--- src/design/assert_macros.svh ---
// Assertion macros used by the tree walker design file
`ifndef ASSERT_MACROS_SVH
`define ASSERT_MACROS_SVH
`ifndef SYNTHESIS
`define ASSERT_IMPL(label, clk, rst_n, prop, msg) \
    label: assert property (@(posedge clk) disable iff (!rst_n) (prop)) else $error(msg);
`define ASSERT_NEXT(label, clk, rst_n, ante, cons, msg) \
    label: assert property (@(posedge clk) disable iff (!rst_n) (ante) |=> (cons)) else $error(msg);
`else
`define ASSERT_IMPL(label, clk, rst_n, prop, msg)
`define ASSERT_NEXT(label, clk, rst_n, ante, cons, msg)
`endif
`endif

--- src/design/dtlf_pkg.sv ---
// Types and constants of the decision tree leaf finder
package dtlf_pkg;
    localparam int NODES_DEF = 256;
    localparam int FEATURES_DEF = 64;
    localparam int VALUE_BITS_DEF = 32;
    localparam int MAX_CAT_DEF = 31;
    localparam int QDEPTH = 2;

    typedef enum logic [1:0] {
        REQ_NODE  = 2'd0,
        REQ_FEAT  = 2'd1,
        REQ_COUNT = 2'd2,
        REQ_CLASS = 2'd3
    } t_req;

    localparam logic [1:0] CFG_START = 2'd0;
    localparam logic [1:0] CFG_SHEN  = 2'd1;
    localparam logic [1:0] CFG_SHF   = 2'd2;

    typedef struct packed {
        logic [1:0]         req_type;
        logic [7:0]         index;
        logic               is_leaf;
        logic [5:0]         split_feature;
        logic signed [31:0] split_threshold;
        logic [31:0]        category_mask;
        logic [7:0]         left_child;
        logic [7:0]         right_child;
        logic signed [31:0] feature_value;
        logic [4:0]         category_count;
        logic [15:0]        sample_tag;
        logic signed [31:0] replacement_value;
    } t_in_word;

    typedef struct packed {
        logic [15:0] result_tag;
        logic [7:0]  leaf_node;
        logic        walk_error;
    } t_out_word;
endpackage

--- src/design/dtlf_front.sv ---
// Front end: accepts words, applies table writes, queues classify jobs
module dtlf_front import dtlf_pkg::*; #(
    parameter int NODES = NODES_DEF,
    parameter int FEATURES = FEATURES_DEF,
    parameter int VALUE_BITS = VALUE_BITS_DEF,
    parameter int MAX_CATEGORIES = MAX_CAT_DEF,
    localparam int NW = $clog2(NODES),
    localparam int FW = $clog2(FEATURES) < 1 ? 1 : $clog2(FEATURES),
    localparam int CW = $clog2(MAX_CATEGORIES + 1)
) (
    input  logic                  i_clk,
    input  logic                  i_rst_n,
    input  logic                  i_valid,
    output logic                  o_stall,
    input  t_in_word              i_word,
    input  logic                  i_busy,
    output logic                  o_nd_we,
    output logic [NW-1:0]         o_nd_addr,
    output logic [VALUE_BITS+54:0] o_nd_data,
    output logic                  o_ft_we,
    output logic                  o_ct_we,
    output logic [FW-1:0]         o_ft_addr,
    output logic [VALUE_BITS-1:0] o_ft_data,
    output logic [CW-1:0]         o_ct_data,
    output logic                  o_job_valid,
    input  logic                  i_job_take,
    output logic [15:0]           o_job_tag,
    output logic [VALUE_BITS-1:0] o_job_repl
);
    logic [15:0]           r_tag [QDEPTH];
    logic [VALUE_BITS-1:0] r_repl [QDEPTH];
    logic                  r_wp, r_rp;
    logic [1:0]            r_cnt;
    logic                  acc, push;
    logic [VALUE_BITS-1:0] tv;
    logic [4:0]            cc;

    // stall when the job queue is full; hold table writes until every earlier classify word has finished its walk
    assign o_stall = (r_cnt == 2'(QDEPTH)) ||
                     ((i_word.req_type != REQ_CLASS) && ((r_cnt != 2'd0) || i_busy));
    assign acc = i_valid && !o_stall;
    assign push = acc && (i_word.req_type == REQ_CLASS);
    assign tv = VALUE_BITS'(i_word.split_threshold);
    assign cc = (i_word.category_count > 5'(MAX_CATEGORIES)) ? 5'(MAX_CATEGORIES)
              : i_word.category_count;

    assign o_nd_we = acc && (i_word.req_type == REQ_NODE) && (32'(i_word.index) < NODES);
    assign o_nd_addr = NW'(i_word.index);
    assign o_nd_data = {i_word.is_leaf, i_word.split_feature, tv, i_word.category_mask,
                        i_word.left_child, i_word.right_child};
    assign o_ft_addr = FW'(i_word.index);
    assign o_ft_we = acc && (i_word.req_type == REQ_FEAT) && (32'(i_word.index) < FEATURES);
    assign o_ct_we = acc && (i_word.req_type == REQ_COUNT) && (32'(i_word.index) < FEATURES);
    assign o_ft_data = VALUE_BITS'(i_word.feature_value);
    assign o_ct_data = CW'(cc);

    assign o_job_valid = (r_cnt != 2'd0);
    assign o_job_tag = r_tag[r_rp];
    assign o_job_repl = r_repl[r_rp];

    always_ff @(posedge i_clk) begin
        if (push) begin
            r_tag[r_wp] <= i_word.sample_tag;
            r_repl[r_wp] <= VALUE_BITS'(i_word.replacement_value);
        end
        if (!i_rst_n) begin
            r_wp <= 1'b0;
            r_rp <= 1'b0;
            r_cnt <= 2'd0;
        end else begin
            if (push) r_wp <= ~r_wp;
            if (i_job_take) r_rp <= ~r_rp;
            r_cnt <= r_cnt + 2'(push) - 2'(i_job_take);
        end
    end
endmodule

--- config.mk ---
export PLATFORM = sky130hd
export DESIGN_NAME = dtlf_front
export DESIGN_NICKNAME = d
export VERILOG_FILES = /design/src/design/assert_macros.svh /design/src/design/dtlf_pkg.sv /design/src/design/dtlf_front.sv
export SDC_FILE = /design/constraint.sdc
export NUM_CORES = 1
export LEC_CHECK = 0
export BUFFER_PORTS_ARGS = -buffer_cell sky130_fd_sc_hd__buf_2
export CAP_MARGIN = 20
export CORE_AREA = 4 4 145 147
export CTS_CLUSTER_SIZE = 16
export DETAILED_ROUTE_END_ITERATION = 8
export DIE_AREA = 0 0 149 151
export GPL_TIMING_DRIVEN = 0
export SYNTH_ARGS = -nofsm -noshare
export SYNTH_HDL_FRONTEND = slang
export SYNTH_SLANG_ARGS = --single-unit
--- constraint.sdc ---
create_clock -name i_clk -period 4.7 [get_ports i_clk]
set_clock_uncertainty 0.2 [all_clocks]
set_input_delay 0 -clock i_clk [delete_from_list [all_inputs] [get_ports i_clk]]
set_output_delay 0 -clock i_clk [all_outputs]
set_load 0.02 [all_outputs]
==> Yosys cells after proc, flatten, opt, wreduce, memory -nomap -nowiden <==
Memory sizes are Yosys's and may differ from the RTL's. A register that Yosys moved wholly into a read port is not among the register bits.
Cells that the tools add are included.
{ "op_classes": {"add_sub_neg": 2, "mul": 0, "div": 0, "n_lt_le_gt_ge": 2, "eq_ne": 5, "n_shift": 0, "mux": 7, "bitwise_logic": 2, "n_reduce_logical": 13} }
{ "ops": {"columns": ["op", "count"], "rows": [
  ["1-bit logical AND", 8],
  ["8-bit by 7-bit less-than comparator with 1-bit output, second input constant", 1],
  ["2-bit equality test, second input constant", 3],
  ["1-bit 2-to-1 mux", 6],
  ["5-bit greater-than comparator, second input constant", 1],
  ["5-bit 2-to-1 mux", 1],
  ["2-bit by 1-bit adder with 2-bit output", 1],
  ["2-bit by 1-bit equality test with 1-bit output, second input constant", 1],
  ["2-bit zero test", 1],
  ["1-bit logical OR", 2],
  ["2-bit inequality test, second input constant", 1],
  ["1-bit inverter", 2],
  ["2-bit nonzero test", 1],
  ["2-bit by 1-bit subtractor with 2-bit output", 1],
  ["1-bit zero test", 1]
]} }
{ "word_totals": {"reg_bits": 4, "latch_bits": 0, "mem_bits_rw": 96, "mem_bits_ro": 0, "in_bits": 187, "out_inout_bits": 191, "word_cells": 36, "memories": 2} }
{ "mem_list": {"columns": ["memory", "words", "word_bits", "rd", "rd_clocked_by_memory_dff", "write_ports", "line_no", "source"], "rows": [
  ["r_repl", 2, 32, 1, 1, 1, "dtlf_front.sv:31", "logic [VALUE_BITS-1:0] r_repl [QDEPTH];"],
  ["r_tag", 2, 16, 1, 1, 1, "dtlf_front.sv:30", "logic [15:0] r_tag [QDEPTH];"]
]} }

==> Depth between registers and ports, before layout <==
{ "depth": {"depth_word": 9, "mapped_depth": 8, "ltp_nobuf": 8} }

==> Worst setup path after synthesis <==
OpenSTA, ideal clock, no wires.
{ "synth_path": {"path_kind": "flip-flop to flip-flop", "from": "register r_cnt[0]", "to": "memory r_repl[0][0] in the netlist's numbering, enable pin", "setup_time_ns": 0.454, "arrival_ns": 2.719, "required_time_ns": 4.046, "slack_ns": 1.327, "path_stages_with_launch": 4, "path_buffers": 0, "period_less_slack_ns": 3.373, "cell_sequence": "dfxtp_1 nand2b_1 nand4_1 nor2_1"} }
{ "synth_between": {"elab_chain_cells": 9, "elab_cells_between_ends": 10, "classes_between": "1 x eq/ne; 2 x mux; 7 x reduce/logical"} }
{ "synth_rtl": {"columns": ["item", "line_no", "source"], "rows": [
  ["start, declared", "dtlf_front.sv:33", "logic [1:0] r_cnt;"],
  ["start signal, assigned", "dtlf_front.sv:73", "r_cnt <= r_cnt + 2'(push) - 2'(i_job_take);"],
  ["2-bit nonzero test", "dtlf_front.sv:40", "((i_word.req_type != REQ_CLASS) && ((r_cnt != 2'd0) || i_busy));"],
  ["1-bit logical OR", "dtlf_front.sv:40", null],
  ["1-bit logical AND", "dtlf_front.sv:40", null],
  ["1-bit logical OR (*)", "dtlf_front.sv:39", "assign o_stall = (r_cnt == 2'(QDEPTH)) ||"],
  ["1-bit zero test (*)", "dtlf_front.sv:41", "assign acc = i_valid && !o_stall;"],
  ["1-bit logical AND (*)", "dtlf_front.sv:41", null],
  ["1-bit logical AND (*)", "dtlf_front.sv:42", "assign push = acc && (i_word.req_type == REQ_CLASS);"],
  ["1-bit 2-to-1 mux (*)", "dtlf_front.sv:62", "if (push) begin"],
  ["1-bit 2-to-1 mux (implied by the code) (*)", "dtlf_front.sv:64", "r_repl[r_wp] <= VALUE_BITS'(i_word.replacement_value);"],
  ["end, declared", "dtlf_front.sv:31", null]
]} }
Every way passes the cells marked *; elsewhere a longest branch is shown, timed or not.

==> Worst setup path in the final report <==
{ "layout_path": {"from": "register r_cnt[0]", "to": "memory r_repl[0][28] in the netlist's numbering, enable pin"} }
Same word-level chain as after synthesis.

==> impl_metrics.env <==
export IMPL_critPathLaunchType="flip-flop"
export IMPL_cts_tree="yes"
export IMPL_htree_num_levels=3
export IMPL_wl_per_cell_um=15.8
export IMPL_slowest_stage="nor2_4"
export IMPL_numCtsBuffers=9
export IMPL_antenna_left=0
export IMPL_pin_count=378
export IMPL_maxCapViolCount=0
export IMPL_drt_iter0_markers=80
export IMPL_ir_drop_v=0.000166
export IMPL_drt_total_wl_mm=14.3
export IMPL_finalPower_mw=2.19
export IMPL_post_route_util=0.364
export IMPL_port_buffers=247
export IMPL_setup_viol=0
export IMPL_p_leak_nw=3.26
export IMPL_grt_overflow_total=0
export IMPL_dp_slack_ns=2.30
export IMPL_clk_latency_ns=0.34
export IMPL_hold_violations=0
export IMPL_slowest_delay_ns=0.64
export IMPL_nets=823
export IMPL_fin_cells=908
export IMPL_grt_max_degree=31
export IMPL_fin_crit_ns=2.31
export IMPL_final_cell_mix="buf_2 (249), buf_4 (133), edfxtp_1 (96)"
export IMPL_placementRows=52
export IMPL_die_w_um=149
export IMPL_clockBufferDepth=2
export IMPL_synthFlopType="edfxtp_1"
export IMPL_cts_resized=0
export IMPL_initial_core_util=0.243
export IMPL_grt_pass1_wl_mm=19.9
export IMPL_cts_num_sinks=101
export IMPL_fmax_mhz=433
export IMPL_die_area_um2=22500
export IMPL_final_common_cell="buf_2"
export IMPL_die_h_um=151
export IMPL_hp_class="primary input to primary output"
export IMPL_cp_end_kind="flip-flop"
export IMPL_status="finished, final reports clean"
export IMPL_tightest_slew_ns=0.670
export IMPL_dp_hpwl_mm=11.6
export IMPL_finalMaxSlewViolations=0
export IMPL_syn_mean_instance_area_um2=15.0
export IMPL_synthCells=323
export IMPL_synth_edff_count=96
export IMPL_coreArea_um2=19900
export IMPL_grt_usage=0.120
export IMPL_area_delta_synth_final_pct=49.8
export IMPL_critical_path_class="flip-flop to flip-flop"
export IMPL_rsz0062_at_grt="false"
export IMPL_grt_pass1_vias=3443
export IMPL_place_gp_congestion=0.758
export IMPL_synth_seq_cells=101
export IMPL_via_per_inst=3.74
export IMPL_worst_path_buf_inv=1
export IMPL_post_route_period_util=0.491
export IMPL_yosysSeqAreaShare=0.617
export IMPL_path_cells="nand2b_1 > nand4_1 > nor2_4 > buf_12"
export IMPL_root_buffer="clkbuf_16"
export IMPL_place_inst=842
export IMPL_ys_types=23
export IMPL_synth_nets=512
export IMPL_drive_gt1_frac=0.708
export IMPL_finalWorstSetupSlack_ns=2.39
export IMPL_clkSlewWorstSetupHoldPaths_ns=0.07
export IMPL_first_pass_iters=4
export IMPL_p_per_area_nw_per_um2=302
export IMPL_timing_slew_headroom=0.553
export IMPL_critPathRequiredTime_ns=4.53
export IMPL_arrival_ns=2.14
export IMPL_num_vias=3394
export IMPL_crit_family="simple AND/OR/NAND/NOR gates"
export IMPL_crit_fanout=30
export IMPL_route_detailed_drc=0
export IMPL_fin_setup_tns_ns=0
export IMPL_antenna_found_initial=1
export IMPL_synth_area_um2=4830
export IMPL_yosysWarnings=0
export IMPL_synthArstFlopShare=0
export IMPL_n_antenna_cell=0
[per-layer routing]
layer  vias up  track usage  part of all wire
met1      1582        0.133              0.36
met2       182        0.217              0.53
met3        19       0.0377             0.084
met5         -            0           0.00091
met4         2       0.0444             0.022
li1       1609            -                 -
[worst register-to-register path: stages, from the launching register on]
cell and delay (ns):
dfxtp_1 0.38, nand2b_1 0.14, nand4_1 0.32, nor2_4 0.64, buf_12 0.29
[layout make-up]
class	instances	area [µm²]
Fill cell	1977	12700
Clock buffer	10	229
Buffer	143	1060
Tap cell	270	338
Clock inverter	5	36.3
Timing Repair Buffer	300	1790
Multi-Input combinational cell	76	793
Sequential cell	101	2980
Inverter	3	11.3
[stage by stage]
stage | hold WS (ns) | instance area [µm²]
floorplan | -0.120 | 4830
CTS | 0.0110 | 7240
detailed placement | -0.00891 | 6460
finish | 0.0105 | 7240
global route | 0.0146 | 7240
global placement | -0.0126 | 6410
[kinds of logic after synthesis]
family | count (synthesis) | synth area share
adder cells (fa/ha/maj) | 2 | 0.00518
multiplexers | 49 | 0.129
AND/OR/NAND/NOR | 22 | 0.0210
AO/OA/AOI/OAI | 1 | 0.00181
XOR/XNOR | 2 | 0.00362
buffers and inverters | 146 | 0.222
flip-flops | 101 | 0.617
[final timing paths]
kind         startpoint            end  slack [ns]  depth (start not counted)
min reg2reg        r_wp           r_wp        0.32                          2
max            r_cnt[0]  r_repl[0][28]        2.39                          4
max reg2reg    r_cnt[0]  r_repl[0][28]        2.39                          4
min          i_word[52]   o_ct_data[4]        0.01                          2
[cell usage after synthesis, types with 2 or more instances]
cell type	number	area share
nand2_1	5	0.0039
buf_4	133	0.21
inv_1	3	0.0023
mux2_2	28	0.065
buf_2	2	0.0021
edfxtp_1	96	0.60
mux2_4	20	0.062
ha_1	2	0.0052
buf_6	3	0.0070
nor2_1	8	0.0062
dfxtp_1	5	0.021
nor3_1	2	0.0021
clkbuf_1	5	0.0039
and2_1	2	0.0026
[report_power, final]
| group | total (mW) | internal [mW] | switching, mW |
|---|---|---|---|
| sequential | 1.02 | 1.01 | 0.00813 |
| clock | 0.678 | 0.358 | 0.319 |
| combinational | 0.494 | 0.238 | 0.256 |
[sequential cells by signal, summed over array words and instances, names as in the netlist, named ones only]
| register | flops |
|---|---|
| r_repl | 64 |
| r_tag | 32 |
| r_cnt | 2 |
| r_rp | 1 |
| r_wp | 1 |
[repair_timing]
| item | CTS | global route |
|---|---|---|
| setup buffers | 0 | 0 |
| endpoints found under the hold margin | 101 | 0 |
| setup endpoints to repair | 0 | 0 |
| hold buffers | 51 | 0 |
Power figures use the tool's default switching activity.
